### src/rtl/core/nme_pkg.sv
// ----------------------------------------------------------------------------
// nme_pkg: shared types, constants and coefficient tables
// Payload structs, sequencer states, the fixed 6-8-8 network coefficients in
// Q2.14 and the helpers used by the MLP datapath.
// ----------------------------------------------------------------------------
package nme_pkg;

  // Sizes fixed by the network and by the item format
  localparam int unsigned NEIGHBORS_DEF  = 6;
  localparam int unsigned INPUT_FEATURES = 6;
  localparam int unsigned HIDDEN_WIDTH   = 8;
  localparam int unsigned FEAT_W         = 16;
  localparam int unsigned EMB_W          = 15;
  localparam int unsigned SUM_W          = 20;
  localparam int unsigned CNT_W          = 4;
  localparam int unsigned IDX_W          = 3;
  localparam int unsigned COEF_W         = 16;
  localparam int unsigned PROD_W         = FEAT_W + 1 + COEF_W;
  localparam int unsigned ACC_W          = PROD_W + 1;
  localparam int unsigned FRAC_SHIFT     = 14;
  localparam int unsigned BIAS_SHIFT     = 10;
  localparam int unsigned ROUND_HALF     = 1 << (FRAC_SHIFT - 1);
  localparam int unsigned Q_MAX          = (1 << EMB_W) - 1;

  typedef struct packed {
    logic signed [FEAT_W-1:0] rel_pos_x;
    logic signed [FEAT_W-1:0] rel_pos_y;
    logic signed [FEAT_W-1:0] rel_pos_z;
    logic signed [FEAT_W-1:0] rel_vel_x;
    logic signed [FEAT_W-1:0] rel_vel_y;
    logic signed [FEAT_W-1:0] rel_vel_z;
  } in_item_t;

  typedef struct packed {
    logic [EMB_W-1:0] embed_0;
    logic [EMB_W-1:0] embed_1;
    logic [EMB_W-1:0] embed_2;
    logic [EMB_W-1:0] embed_3;
    logic [EMB_W-1:0] embed_4;
    logic [EMB_W-1:0] embed_5;
    logic [EMB_W-1:0] embed_6;
    logic [EMB_W-1:0] embed_7;
  } out_item_t;

  // One multiply-accumulate slot handed to the MLP datapath
  typedef struct packed {
    logic             vld;
    logic             out_layer;
    logic             first;
    logic             last;
    logic [IDX_W-1:0] row;
    logic [IDX_W-1:0] col;
  } issue_t;

  // Finished output-layer neuron
  typedef struct packed {
    logic             vld;
    logic [IDX_W-1:0] row;
    logic [EMB_W-1:0] value;
  } mlp_res_t;

  // One step of the mean/clear sweep over the accumulators
  typedef struct packed {
    logic             vld;
    logic [IDX_W-1:0] idx;
  } sweep_t;

  typedef enum logic [2:0] {
    S_IDLE,
    S_LAYER0,
    S_DRAIN0,
    S_LAYER1,
    S_DRAIN1,
    S_HOLD,
    S_MEAN
  } state_t;

  localparam logic signed [COEF_W-1:0] L0_W [HIDDEN_WIDTH][INPUT_FEATURES] = '{
    '{ 16'sd8875, -16'sd11131, -16'sd10520,  16'sd1507, -16'sd3891, -16'sd2269},
    '{ 16'sd8531, -16'sd11593,  -16'sd7021, -16'sd2094,  16'sd5559, -16'sd3138},
    '{ 16'sd7548,  -16'sd9862,  -16'sd6108, -16'sd6173,  16'sd7427,  16'sd4243},
    '{ 16'sd8874,  -16'sd9398,   16'sd1347, -16'sd7363,  16'sd7329,    16'sd97},
    '{ -16'sd501,  -16'sd2177,   16'sd2264,  16'sd2753,  -16'sd614, -16'sd5649},
    '{-16'sd6747,   16'sd5336,   16'sd4370, -16'sd6709, -16'sd1635, -16'sd3595},
    '{16'sd13489,  -16'sd3215,   16'sd2082, -16'sd2584, -16'sd4278,  16'sd4363},
    '{ 16'sd5623,  -16'sd6170, -16'sd12927,  16'sd1402,  16'sd3621,  16'sd3601}
  };

  localparam logic signed [COEF_W-1:0] L0_B [HIDDEN_WIDTH] = '{
    16'sd1483, 16'sd2490, -16'sd1910, 16'sd360, 16'sd3465, 16'sd569, 16'sd1769, 16'sd2415
  };

  localparam logic signed [COEF_W-1:0] L1_W [HIDDEN_WIDTH][HIDDEN_WIDTH] = '{
    '{  -16'sd533, -16'sd6248,  16'sd3994, -16'sd5030, -16'sd2856,   16'sd5864,
        16'sd4803, -16'sd2173},
    '{    16'sd21,  16'sd3661,  16'sd5553, -16'sd9950,  16'sd5620, -16'sd11234,
      -16'sd19236, -16'sd5499},
    '{-16'sd13849, -16'sd9920, -16'sd9756,   16'sd661, -16'sd3478,  -16'sd4437,
       -16'sd3318,  16'sd4394},
    '{  16'sd5064,  16'sd2421, -16'sd9314,  16'sd6321, -16'sd2158,   16'sd8898,
       -16'sd3883, -16'sd8705},
    '{ -16'sd9693,   16'sd524,  16'sd6591,  16'sd6773,  -16'sd375,   -16'sd283,
       -16'sd4000, -16'sd7637},
    '{ -16'sd1293,  16'sd6107,  16'sd7517, -16'sd4868,  16'sd9332,  -16'sd3894,
       -16'sd3047, -16'sd13764},
    '{-16'sd12648, -16'sd8497,  16'sd8987, -16'sd2974,  16'sd7430,  -16'sd1306,
       -16'sd1235, -16'sd2633},
    '{-16'sd13396, -16'sd3403,  16'sd5982,  16'sd3148,   -16'sd12,    16'sd746,
       -16'sd2808, -16'sd7310}
  };

  localparam logic signed [COEF_W-1:0] L1_B [HIDDEN_WIDTH] = '{
    16'sd3421, 16'sd4003, 16'sd4555, 16'sd2451, -16'sd236, 16'sd1935, 16'sd3074, 16'sd4409
  };

  // Weight lookup for either layer
  function automatic logic signed [COEF_W-1:0] coef(input logic out_layer,
                                                    input logic [IDX_W-1:0] row,
                                                    input logic [IDX_W-1:0] col);
    logic signed [COEF_W-1:0] w;
    if (out_layer) begin
      w = L1_W[row][col];
    end else if (col < IDX_W'(INPUT_FEATURES)) begin
      w = L0_W[row][col];
    end else begin
      w = '0;
    end
    return w;
  endfunction

  // Bias lookup for either layer
  function automatic logic signed [COEF_W-1:0] bias(input logic out_layer,
                                                    input logic [IDX_W-1:0] row);
    logic signed [COEF_W-1:0] b;
    if (out_layer) begin
      b = L1_B[row];
    end else begin
      b = L0_B[row];
    end
    return b;
  endfunction

  // Pick one input feature of the observation
  function automatic logic signed [FEAT_W-1:0] feature(input in_item_t item,
                                                       input logic [IDX_W-1:0] col);
    logic signed [FEAT_W-1:0] f;
    case (col)
      3'd0:    f = item.rel_pos_x;
      3'd1:    f = item.rel_pos_y;
      3'd2:    f = item.rel_pos_z;
      3'd3:    f = item.rel_vel_x;
      3'd4:    f = item.rel_vel_y;
      3'd5:    f = item.rel_vel_z;
      default: f = '0;
    endcase
    return f;
  endfunction

  // ReLU, round Q.24 to Q5.10, saturate
  function automatic logic [EMB_W-1:0] relu_round(input logic signed [ACC_W-1:0] acc);
    logic [ACC_W-1:0]            rounded;
    logic [ACC_W-FRAC_SHIFT-1:0] r;
    logic [EMB_W-1:0]            y;
    rounded = ACC_W'(acc) + ACC_W'(ROUND_HALF);
    r       = rounded[ACC_W-1:FRAC_SHIFT];
    if (acc[ACC_W-1] || (acc == '0)) begin
      y = '0;
    end else if (r > (ACC_W-FRAC_SHIFT)'(Q_MAX)) begin
      y = EMB_W'(Q_MAX);
    end else begin
      y = r[EMB_W-1:0];
    end
    return y;
  endfunction

endpackage

### src/rtl/core/nme_mlp.sv
// ----------------------------------------------------------------------------
// nme_mlp: shared multiply-accumulate datapath of the 6-8-8 network
// Operand fetch, registered multiply, accumulate, then ReLU/round. Hidden
// activations live in a small synchronous memory read back by layer 1.
// ----------------------------------------------------------------------------
module nme_mlp (
  input  logic              clk,
  input  logic              rst,
  input  nme_pkg::issue_t   issue,
  input  nme_pkg::in_item_t x,
  output nme_pkg::mlp_res_t res,
  output logic              busy
);
  import nme_pkg::*;

  issue_t                   s1;
  issue_t                   s2;
  issue_t                   s3;
  logic signed [FEAT_W:0]   s1_x;
  logic signed [COEF_W-1:0] s1_w;
  logic signed [FEAT_W:0]   op_a;
  logic signed [PROD_W-1:0] s2_prod;
  logic signed [ACC_W-1:0]  acc;
  logic signed [ACC_W-1:0]  acc_base;
  logic [EMB_W-1:0]         hid_mem [HIDDEN_WIDTH];
  logic [EMB_W-1:0]         hid_rdata;
  logic [EMB_W-1:0]         y;
  logic                     hid_wr;

  // Advance the slot control through fetch, multiply and accumulate
  always_ff @(posedge clk) begin
    if (rst) begin
      s1 <= '0;
      s2 <= '0;
      s3 <= '0;
    end else begin
      s1 <= issue;
      s2 <= s1;
      s3 <= s2;
    end
  end

  // Layer 0 takes the observation, layer 1 the stored hidden value
  always_comb begin
    op_a     = s1.out_layer ? $signed({2'b00, hid_rdata}) : s1_x;
    acc_base = s2.first ? (ACC_W'(bias(s2.out_layer, s2.row)) <<< BIAS_SHIFT) : acc;
  end

  // Fetch operands, multiply, accumulate
  always_ff @(posedge clk) begin
    s1_x    <= (FEAT_W+1)'(feature(x, issue.col));
    s1_w    <= coef(issue.out_layer, issue.row, issue.col);
    s2_prod <= PROD_W'(op_a) * PROD_W'(s1_w);
    if (s2.vld) begin
      acc <= acc_base + ACC_W'(s2_prod);
    end
  end

  assign y      = relu_round(acc);
  assign hid_wr = s3.vld && s3.last && !s3.out_layer;

  // Hidden activation memory, one write and one read port
  always_ff @(posedge clk) begin
    if (hid_wr) begin
      hid_mem[s3.row] <= y;
    end
    hid_rdata <= hid_mem[issue.col];
  end

  always_comb begin
    res.vld   = s3.vld && s3.last && s3.out_layer;
    res.row   = s3.row;
    res.value = y;
  end

  assign busy = s1.vld || s2.vld || s3.vld;

endmodule

### src/rtl/core/nme_pool.sv
// ----------------------------------------------------------------------------
// nme_pool: per-output accumulator memory and mean stage
// Read-modify-write of the eight sums, then a sweep that reads, clears and
// divides each sum by the set size through a reciprocal multiply.
// ----------------------------------------------------------------------------
module nme_pool #(
  parameter int unsigned NEIGHBORS = nme_pkg::NEIGHBORS_DEF
) (
  input  logic               clk,
  input  logic               rst,
  input  nme_pkg::mlp_res_t  res,
  input  nme_pkg::sweep_t    sweep,
  input  logic               out_ready,
  output logic               out_valid,
  output nme_pkg::out_item_t out_data,
  output logic               acc_busy
);
  import nme_pkg::*;

  // Set size stays below 2^CNT_W, so this shift makes the reciprocal exact
  localparam int unsigned DIV_SHIFT = SUM_W + CNT_W;
  localparam int unsigned RECIP_W   = DIV_SHIFT + 1;
  localparam int unsigned MPROD_W   = SUM_W + RECIP_W;
  localparam int unsigned QUOT_W    = MPROD_W - DIV_SHIFT;
  localparam longint unsigned RECIP_VAL =
    ((64'd1 << DIV_SHIFT) + 64'(NEIGHBORS) - 64'd1) / 64'(NEIGHBORS);
  localparam logic [RECIP_W-1:0] RECIP    = RECIP_W'(RECIP_VAL);
  localparam logic [IDX_W-1:0]   LAST_IDX = IDX_W'(HIDDEN_WIDTH - 1);

  logic [SUM_W-1:0]        sum_mem [HIDDEN_WIDTH];
  logic [HIDDEN_WIDTH-1:0] sum_vld;
  logic [IDX_W-1:0]        rd_addr;
  logic [SUM_W-1:0]        rd_data;
  logic                    rd_ok;
  logic [SUM_W-1:0]        sum_cur;
  logic                    wr_en;
  logic [IDX_W-1:0]        wr_addr;
  logic [SUM_W-1:0]        wr_data;
  mlp_res_t                pend;
  sweep_t                  m1;
  sweep_t                  m2;
  logic [MPROD_W-1:0]      m2_prod;
  logic [QUOT_W-1:0]       quot;
  logic [EMB_W-1:0]        emb [HIDDEN_WIDTH];

  // An entry never written since reset reads as zero
  assign sum_cur = rd_ok ? rd_data : '0;
  assign rd_addr = sweep.vld ? sweep.idx : res.row;

  // Write back the updated sum, or clear the entry being swept
  always_comb begin
    wr_en   = pend.vld || sweep.vld;
    wr_addr = pend.vld ? pend.row : sweep.idx;
    wr_data = pend.vld ? (sum_cur + SUM_W'(pend.value)) : '0;
  end

  // Accumulator memory, read first
  always_ff @(posedge clk) begin
    rd_data <= sum_mem[rd_addr];
    rd_ok   <= sum_vld[rd_addr];
    if (wr_en) begin
      sum_mem[wr_addr] <= wr_data;
    end
  end

  // Track written entries and the sweep and update pipelines
  always_ff @(posedge clk) begin
    if (rst) begin
      sum_vld   <= '0;
      pend      <= '0;
      m1        <= '0;
      m2        <= '0;
      out_valid <= 1'b0;
    end else begin
      if (wr_en) begin
        sum_vld[wr_addr] <= 1'b1;
      end
      pend <= res;
      m1   <= sweep;
      m2   <= m1;
      if (m2.vld && (m2.idx == LAST_IDX)) begin
        out_valid <= 1'b1;
      end else if (out_ready) begin
        out_valid <= 1'b0;
      end
    end
  end

  assign quot = m2_prod[MPROD_W-1:DIV_SHIFT];

  // Multiply by the reciprocal, then saturate into the output lanes
  always_ff @(posedge clk) begin
    m2_prod <= MPROD_W'(sum_cur) * MPROD_W'(RECIP);
    if (m2.vld) begin
      emb[m2.idx] <= (quot > QUOT_W'(Q_MAX)) ? EMB_W'(Q_MAX) : quot[EMB_W-1:0];
    end
  end

  always_comb begin
    out_data.embed_0 = emb[0];
    out_data.embed_1 = emb[1];
    out_data.embed_2 = emb[2];
    out_data.embed_3 = emb[3];
    out_data.embed_4 = emb[4];
    out_data.embed_5 = emb[5];
    out_data.embed_6 = emb[6];
    out_data.embed_7 = emb[7];
  end

  assign acc_busy = pend.vld;

endmodule

### src/rtl/core/neighbor_mean_embedding_mlp.sv
// ----------------------------------------------------------------------------
// neighbor_mean_embedding_mlp: mean-pooled 6-8-8 ReLU encoder of neighbors
// Each observation takes 112 MAC slots on the one shared multiplier, a drain
// after layer 0 and a drain after layer 1. The item closing a set adds a
// hold state and a mean sweep over the eight sums, plus any wait for the
// previous result to be taken, and then presents its embedding on the output.
// Reset clears the sums and the count; one item is taken at a time.
// ----------------------------------------------------------------------------
module neighbor_mean_embedding_mlp #(
  parameter int unsigned NEIGHBORS = nme_pkg::NEIGHBORS_DEF
) (
  input  logic               clk,
  input  logic               rst,
  input  logic               in_valid,
  output logic               in_ready,
  input  nme_pkg::in_item_t  in_data,
  output logic               out_valid,
  input  logic               out_ready,
  output nme_pkg::out_item_t out_data
);
  import nme_pkg::*;

  localparam logic [IDX_W-1:0] LAST_IDX  = IDX_W'(HIDDEN_WIDTH - 1);
  localparam logic [IDX_W-1:0] LAST_FEAT = IDX_W'(INPUT_FEATURES - 1);
  localparam logic [CNT_W:0]   SET_SIZE  = (CNT_W+1)'(NEIGHBORS);

  state_t           state;
  state_t           state_next;
  logic [IDX_W-1:0] row;
  logic [IDX_W-1:0] row_next;
  logic [IDX_W-1:0] col;
  logic [IDX_W-1:0] col_next;
  logic [CNT_W-1:0] count;
  logic [CNT_W-1:0] count_next;
  in_item_t         in_q;
  issue_t           issue;
  sweep_t           sweep;
  mlp_res_t         res;
  logic             mlp_busy;
  logic             acc_busy;
  logic             col_last;
  logic             row_last;
  logic             set_close;
  logic             drained;

  assign col_last  = (state == S_LAYER0) ? (col == LAST_FEAT) : (col == LAST_IDX);
  assign row_last  = (row == LAST_IDX);
  assign set_close = ((CNT_W+1)'(count) + 1'b1) >= SET_SIZE;
  assign drained   = !mlp_busy && !acc_busy;

  // Next state
  always_comb begin
    state_next = state;
    unique case (state)
      S_IDLE:   if (in_valid) state_next = S_LAYER0;
      S_LAYER0: if (row_last && col_last) state_next = S_DRAIN0;
      S_DRAIN0: if (!mlp_busy) state_next = S_LAYER1;
      S_LAYER1: if (row_last && col_last) state_next = S_DRAIN1;
      S_DRAIN1: if (drained) state_next = set_close ? S_HOLD : S_IDLE;
      S_HOLD:   if (!out_valid) state_next = S_MEAN;
      S_MEAN:   if (row_last) state_next = S_IDLE;
      default:  state_next = S_IDLE;
    endcase
  end

  // Handshake, MAC slot and sweep step
  always_comb begin
    in_ready        = (state == S_IDLE);
    issue.vld       = (state == S_LAYER0) || (state == S_LAYER1);
    issue.out_layer = (state == S_LAYER1);
    issue.first     = (col == '0);
    issue.last      = col_last;
    issue.row       = row;
    issue.col       = col;
    sweep.vld       = (state == S_MEAN);
    sweep.idx       = row;
  end

  // Walk rows and columns; count items of the set
  always_comb begin
    row_next   = row;
    col_next   = col;
    count_next = count;
    case (state) inside
      S_LAYER0, S_LAYER1: begin
        if (col_last) begin
          col_next = '0;
          row_next = row + 1'b1;
        end else begin
          col_next = col + 1'b1;
        end
      end
      S_MEAN: begin
        row_next = row + 1'b1;
      end
      S_DRAIN1: begin
        if (drained) begin
          count_next = set_close ? '0 : count + 1'b1;
        end
      end
      default: begin
        row_next = row;
      end
    endcase
  end

  always_ff @(posedge clk) begin
    if (rst) begin
      state <= S_IDLE;
      row   <= '0;
      col   <= '0;
      count <= '0;
    end else begin
      state <= state_next;
      row   <= row_next;
      col   <= col_next;
      count <= count_next;
    end
  end

  // Hold the observation for the whole pass
  always_ff @(posedge clk) begin
    if (in_valid && in_ready) begin
      in_q <= in_data;
    end
  end

  nme_mlp u_mlp (
    .clk   (clk),
    .rst   (rst),
    .issue (issue),
    .x     (in_q),
    .res   (res),
    .busy  (mlp_busy)
  );

  nme_pool #(
    .NEIGHBORS (NEIGHBORS)
  ) u_pool (
    .clk       (clk),
    .rst       (rst),
    .res       (res),
    .sweep     (sweep),
    .out_ready (out_ready),
    .out_valid (out_valid),
    .out_data  (out_data),
    .acc_busy  (acc_busy)
  );

`ifndef ASSERT_OFF
  a_idle_drained: assert property (@(posedge clk) disable iff (rst)
    (state == S_IDLE) |-> (!mlp_busy && !acc_busy))
    else $error("datapath still busy while idle");

  a_res_window: assert property (@(posedge clk) disable iff (rst)
    res.vld |-> ((state == S_LAYER1) || (state == S_DRAIN1)))
    else $error("output neuron finished outside layer 1");

  a_count_range: assert property (@(posedge clk) disable iff (rst)
    ((CNT_W+1)'(count) < SET_SIZE))
    else $error("neighbor count reached set size");

  a_sweep_free: assert property (@(posedge clk) disable iff (rst)
    sweep.vld |-> !out_valid)
    else $error("mean sweep while result register is full");
`endif

endmodule
### config.mk
export PLATFORM = sky130hd
export DESIGN_NAME = neighbor_mean_embedding_mlp
export DESIGN_NICKNAME = d
export VERILOG_FILES = /design/src/rtl/core/nme_pkg.sv /design/src/rtl/core/nme_mlp.sv /design/src/rtl/core/nme_pool.sv /design/src/rtl/core/neighbor_mean_embedding_mlp.sv
export SDC_FILE = /design/constraint.sdc
export NUM_CORES = 2
export LEC_CHECK = 0
export BUFFER_PORTS_ARGS = -buffer_cell sky130_fd_sc_hd__buf_2
export CORE_ASPECT_RATIO = 1.5
export CORE_MARGIN = 4
export CORE_UTILIZATION = 25
export CTS_CLUSTER_SIZE = 8
export DETAILED_ROUTE_END_ITERATION = 8
export GPL_TIMING_DRIVEN = 0
export SLEW_MARGIN = 20
export SYNTH_ARGS = -nofsm -noshare
export SYNTH_HDL_FRONTEND = slang
export SYNTH_SLANG_ARGS = --single-unit
export TNS_END_PERCENT = 1
### constraint.sdc
create_clock -name clk -period 12.4 [get_ports clk]
set_input_delay 2.48 -clock clk [delete_from_list [all_inputs] [get_ports clk]]
set_output_delay 2.48 -clock clk [all_outputs]
set_load 0.005 [all_outputs]
# Word level (Yosys, flattened, before mapping)
# Memories as Yosys holds them, arrays and structs flattened. A register that Yosys moved wholly into a read port is not among the register bits.
# Cells that the tools add are included.
dict set report op_classes {
  n_eq_ne 22
  muxes 54
  n_bitwise 6
  magnitude_cmp 10
  n_mul 2
  n_reduce_logical 25
  addsub 7
}
# operator count
set ops {}
lappend ops {{$mux 128} 2}
lappend ops {{$mux 96} 2}
lappend ops {{$mux 16} 11}
lappend ops {{$bmux 16 s3} 2}
lappend ops {{$pmux 16 s6} 1}
lappend ops {{$mux 15} 3}
lappend ops {{$mul 20x22->42 const B} 1}
lappend ops {{$mux 3} 14}
lappend ops {{$mux 20} 2}
lappend ops {{$add 34x14->34 const B} 1}
lappend ops {{$add 34x33->34} 1}
lappend ops {{$logic_not 34->1} 1}
lappend ops {{$mux 34} 1}
lappend ops {{$mul 17x16->33} 1}
lappend ops {{$eq 3x3->1 const B} 8}
lappend ops {{$pmux 3 s7} 1}
lappend ops {{$add 20x15->20} 1}
lappend ops {{$gt 20x15->1 const B} 1}
lappend ops {{$gt 18x15->1 const B} 1}
lappend ops {{$mux 17} 1}
lappend ops {{$ne 2x2->1 const B} 7}
lappend ops {{$eq 3x2->1 const B} 4}
lappend ops {{$ge 4x4->1 const B} 3}
lappend ops {{$not 3->4} 3}
lappend ops {{other kinds (24)} 53}
dict set report totals {
  memories 7
  mem_bits_ro 2048
  mem_bits_rw 400
  inputBits 100
  word_cells 170
  reg_bits 301
}
# name words width read_ports rd_ports_with_merged_regs write_ports line
set mem_list {}
lappend mem_list {{(no name shown)} 8 128 1 0 0 nme_pkg.sv:122} ;# w = L1_W[row][col];
lappend mem_list {{(no name shown)} 8 96 1 0 0 nme_pkg.sv:124} ;# w = L0_W[row][col];
lappend mem_list {u_pool.sum_mem 8 20 1 1 1 nme_pool.sv:30} ;# logic [SUM_W-1:0] sum_mem [HIDDEN_WIDTH];
lappend mem_list {{(no name shown)} 8 16 1 0 0 nme_pkg.sv:136} ;# b = L1_B[row];
lappend mem_list {{(no name shown)} 8 16 1 0 0 nme_pkg.sv:138} ;# b = L0_B[row];
lappend mem_list {u_mlp.hid_mem 8 15 1 1 1 nme_mlp.sv:25} ;# logic [EMB_W-1:0] hid_mem [HIDDEN_WIDTH];
lappend mem_list {{+1 memories} - - - - - -}

# Longest topological paths before layout
dict set report logic_depth {
  depth_word 9
  ltp_mapped 27
}

# Modules after synthesis
# A second synthesis with hierarchy kept.
dict set report hier_totals {
  cells_unflattened 4025
  hier_area_um2 47199.0
}
# mod area_per_inst_um2 instances seq_area_each_um2 cells_per_inst
set by_module_without_submodules {}
lappend by_module_without_submodules {nme_mlp 24244.5 1 6626.4 2450}
lappend by_module_without_submodules {nme_pool 19229.7 1 9909.5 1375}
lappend by_module_without_submodules {neighbor_mean_embedding_mlp 3724.8 1 3143.0 200}

# Least setup slack after synthesis
# OpenSTA, ideal clock, no wires.
dict set report synth_path {
  kind {reg2reg}
  start {reg u_mlp.s1[8] (netlist bit)}
  end {reg u_mlp.s2_prod[31]}
  path_stages_with_launch 25
  synth_period_minus_slack_ns 6.856
  arrival_time_ns 6.794
  setup_time_ns 0.062
  slack_ns 5.544
  cell_sequence {dfxtp_1 clkbuf_1 clkbuf_1 mux2_2 clkbuf_1 nand2_1 fa_1 fa_1 fa_1 inv_1 fa_1 fa_1 inv_1 fa_1 inv_1 ha_1 and3_1 a31o_1 a21oi_2 o21ai_2 a2111oi_2 nor3_1 and4_1 or4_1 nand3_1}
}
dict set report synth_between {
  elab_chain_len 2
}
# element line
set synth_rtl {}
lappend synth_rtl {{start, declared} nme_mlp.sv:16} ;# issue_t s1;
lappend synth_rtl {{start signal, assigned} nme_mlp.sv:37} ;# s1 <= issue;
lappend synth_rtl {{$mux 17} nme_mlp.sv:45} ;# op_a = s1.out_layer ? $signed({2'b00, hid_rdata}) : s1_x;
lappend synth_rtl {{$mul 17x16->33} nme_mlp.sv:53} ;# s2_prod <= PROD_W'(op_a) * PROD_W'(s1_w);
lappend synth_rtl {{end signal, assigned} nme_mlp.sv:53}
lappend synth_rtl {{end, declared} nme_mlp.sv:22} ;# logic signed [PROD_W-1:0] s2_prod;
# No other way between the ends.
# A chain may end at the register's enable or synchronous reset.

# Final worst setup path
# Ends and elaborated chain as after synthesis.

==> qor.txt <==
Worst setup startpoint: u_mlp.s1[8]$_SDFF_PP0_
ANT nets after route: 0
CTS Buffer Depth: 3
Pre-antenna DRT Iters: 5
DP Wirelength: 106 mm
CP arrival: 9200 ps
Relative slew margins: 30.3%
Final setup violation count: 0
Worst min-delay path class: reg -> reg
IO Pins: 222
Clock Latency Late Sink: 710 ps
Required @ worst endpoint: 13010 ps
Residual DRC: 0
Register-to-register setup slack: 3810 ps
Synth-to-layout area growth: 16.5%
Hold Slack: 427 ps
DP Area: 50600 sq um
Cell row count: 192
Final instance area: 53700 sq um
Placer Congestion: 0.913
Core area: 183000 sq um
Post-CTS Setup Inserts: 0
Antenna violations before repair: 4
CTS tree: done
Sequential share of the synthesized area: 42.4%
Worst-path clk slew: 50 ps
Share of layout cells above drive strength 1: 10.1%
Seq cells post-synth: 712
Fin. Hold Viols: 0
Fmax: 116 MHz
Worst Setup EP: u_mlp.s2_prod[31]$_DFF_P_
Worst Path Max Fanout: 10
CP startpoint kind: register
Ys flop type: edfxtp_1
Synth Instances: 4195
Vias in the first global route: 34500
Mapped Avg Cell Area: 11.0 sq um
IO Port Bufs: 221
Crit share post-route: 69.3%
Crit path kind: reg -> reg
Post-synth EDFFs: 530
Largest net degree at the start of global routing: 55
Die outline height: 534 um
RSZ-0062 raised after global routing: false
Yosys top cell area share: 34.5%
Tmin final: 8590 ps
CTS Buf Count: 101
Fin worst setup slack: 3810 ps
Worst-margin pin slew: 1040 ps
Yosys top cell by area: edfxtp_1
Netlist cell types: 81
Post-layout nets: 5358
Nature of the critical path endpoint: register
DIE WIDTH: 359 um
Post-Syn Area: 46100 sq um
H-tree depth: 3
Pre-CTS setup slack: 3790 ps
Post-cts resize count: 0
Max Slew Vio Count: 0
Root Buffer: clkbuf_16
Syn. warnings: 0
Drt wl/cell: 19.3 um
Die ar.: 191000 sq um
Ys async rst share: 0%
Ranking of synthesized cells by area: edfxtp_1 35%, fa_1 17%, ha_1 9.0%, dfxtp_1 7.9%, inv_1 4.1%
Via density: 4.66
Final TNS setup: 0 ps
FF-to-FF path depth: 24
Syn_nets: 5013
GRT overflow: 0
Post-CTS Hold Fix Bufs: 0
Initial drt markers: 2505
FF-to-FF Start: u_mlp.s1[8]$_SDFF_PP0_
Worst r2r dst: u_mlp.s2_prod[31]$_DFF_P_
CTS sink count: 712
Starting Density: 25.2%
Vias: 32900
Status: complete, no violations
GR Util All Layers: 14.0%
Max Cap Viol: 0
Overall routed net length: 136 mm
Fin Clk Skew: 80.0 ps
First-pass GRT wire length: 206 mm
layer usage:
metal | GRT usage [%] | up-vias | wire [um]
met5 | 0 | - | 0
met4 | 8.01 | 0 | 8540
met3 | 1.83 | 385 | 7200
met2 | 25.1 | 1276 | 68800
met1 | 15.8 | 16200 | 51600
li1 | - | 15000 | -
stage by stage:
stage,cells,utilization (%)
6_report,7055,29.4
2_1_floorplan,4195,-
4_1_cts,7052,29.4
5_1_grt,7055,29.4
3_5_place_dp,6861,27.7
3_3_place_gp,6841,27.5
worst max-delay path, stage by stage (launching register included):
cell	delay, ps
dfxtp_1	300
clkbuf_1	280
clkbuf_1	440
nor2b_1	920
clkbuf_1	580
nand2_1	200
inv_1	170
fa_1	530
inv_1	130
fa_1	390
inv_1	380
fa_1	530
fa_1	520
fa_1	500
inv_1	50
fa_1	480
inv_1	40
ha_1	330
a21oi_1	170
o21ai_1	140
a2111oi_2	360
nor3_1	170
and4_1	250
or4_1	500
nand3_1	90
registers in the layout (all words and copies together) (netlist names), 4 cells and up:
name             flops
u_mlp.s2_prod       33
u_pool.pend         18
u_mlp.hid_rdata     15
u_mlp.s1             7
u_pool.rd_data      20
u_pool.sum_vld       8
u_mlp.s1_x          16
u_pool.m2_prod      18
in_q                96
u_mlp.acc           34
u_pool.sum_mem     160
u_mlp.hid_mem      120
u_mlp.s2             7
u_pool.emb         120
count                4
u_mlp.s1_w          16
cell usage after synthesis (all sizes together), types with 9 or more instances:
| master | instances |
|---|---|
| mux4 | 35 |
| mux2 | 17 |
| nor2b | 55 |
| inv | 506 |
| nand2 | 473 |
| ha | 333 |
| and3 | 16 |
| a221oi | 11 |
| a311oi | 10 |
| and2 | 144 |
| a22o | 16 |
| clkbuf | 162 |
| nand2b | 43 |
| or2 | 9 |
| buf | 25 |
| edfxtp | 530 |
| o211ai | 28 |
| a21oi | 234 |
| a31oi | 18 |
| xor2 | 33 |
| o21ai | 155 |
| nor2 | 209 |
| a211oi | 36 |
| a21o | 38 |
| o21a | 33 |
| nand4 | 15 |
| nand3 | 147 |
| a222oi | 13 |
| o311ai | 10 |
| dfxtp | 182 |
| nor3 | 58 |
| nor4 | 11 |
| a22oi | 9 |
| o21bai | 17 |
| fa | 385 |
| xnor2 | 74 |
kinds of logic (layout without fill, tap and decap cells):
logic type / after synthesis / in the layout / share of synthesized area, %
mux: 59 / 59 / 2.28
simple gates: 1218 / 1218 / 12.4
other cells: 0 / 2 / 0
compound gates: 685 / 685 / 9.43
fa+ha+maj: 718 / 718 / 25.8
flops: 712 / 712 / 42.4
xor+xnor: 107 / 107 / 2.03
buf+inv: 696 / 1129 / 5.68
cell usage in the layout, fill, tap and decap left out, drive strengths merged, types with 17 or more instances in the layout:
| cell | netlist | final |
|---|---|---|
| o21a | 33 | 33 |
| mux2 | 17 | 17 |
| nand3 | 147 | 147 |
| xor2 | 33 | 33 |
| o211ai | 28 | 28 |
| inv | 506 | 507 |
| dfxtp | 182 | 182 |
| o21ai | 155 | 155 |
| nand2 | 473 | 473 |
| nand2b | 43 | 43 |
| a211oi | 36 | 36 |
| ha | 333 | 333 |
| edfxtp | 530 | 530 |
| fa | 385 | 385 |
| a31oi | 18 | 18 |
| clkbuf | 162 | 344 |
| xnor2 | 74 | 74 |
| and2 | 144 | 144 |
| nor3 | 58 | 58 |
| nor2 | 209 | 209 |
| a21oi | 234 | 234 |
| buf | 25 | 265 |
| nor2b | 55 | 55 |
| mux4 | 35 | 35 |
| a21o | 38 | 38 |
| o21bai | 17 | 17 |
cell type report:
cell class	count	area, sq um
diodes	2	5.00
plain buffers	187	712
clock buffers	180	2850
clock inverters	11	211
fillers	18800	129000
inverters	509	1910
multi-input cells	2787	24000
flip-flops and latches	712	19600
well taps	2425	3030
repair buffers	242	1390
worst min path at each step:
stage	endpoint	start	cells past startpoint
2_1_floorplan	u_mlp.s2[3]$_SDFF_PP0_	u_mlp.s1[3]$_SDFF_PP0_	1
3_3_place_gp	u_mlp.s3[6]$_SDFF_PP0_	u_mlp.s2[6]$_SDFF_PP0_	1
3_5_place_dp	u_mlp.s3[6]$_SDFF_PP0_	u_mlp.s2[6]$_SDFF_PP0_	1
4_1_cts	u_mlp.s3[6]$_SDFF_PP0_	u_mlp.s2[6]$_SDFF_PP0_	1
5_1_grt	u_mlp.s3[6]$_SDFF_PP0_	u_mlp.s2[6]$_SDFF_PP0_	1
6_report	u_mlp.s3[6]$_SDFF_PP0_	u_mlp.s2[6]$_SDFF_PP0_	1
Power is not shown: default switching activity piles up to over one toggle a cycle in this logic, so the estimate is an artifact.
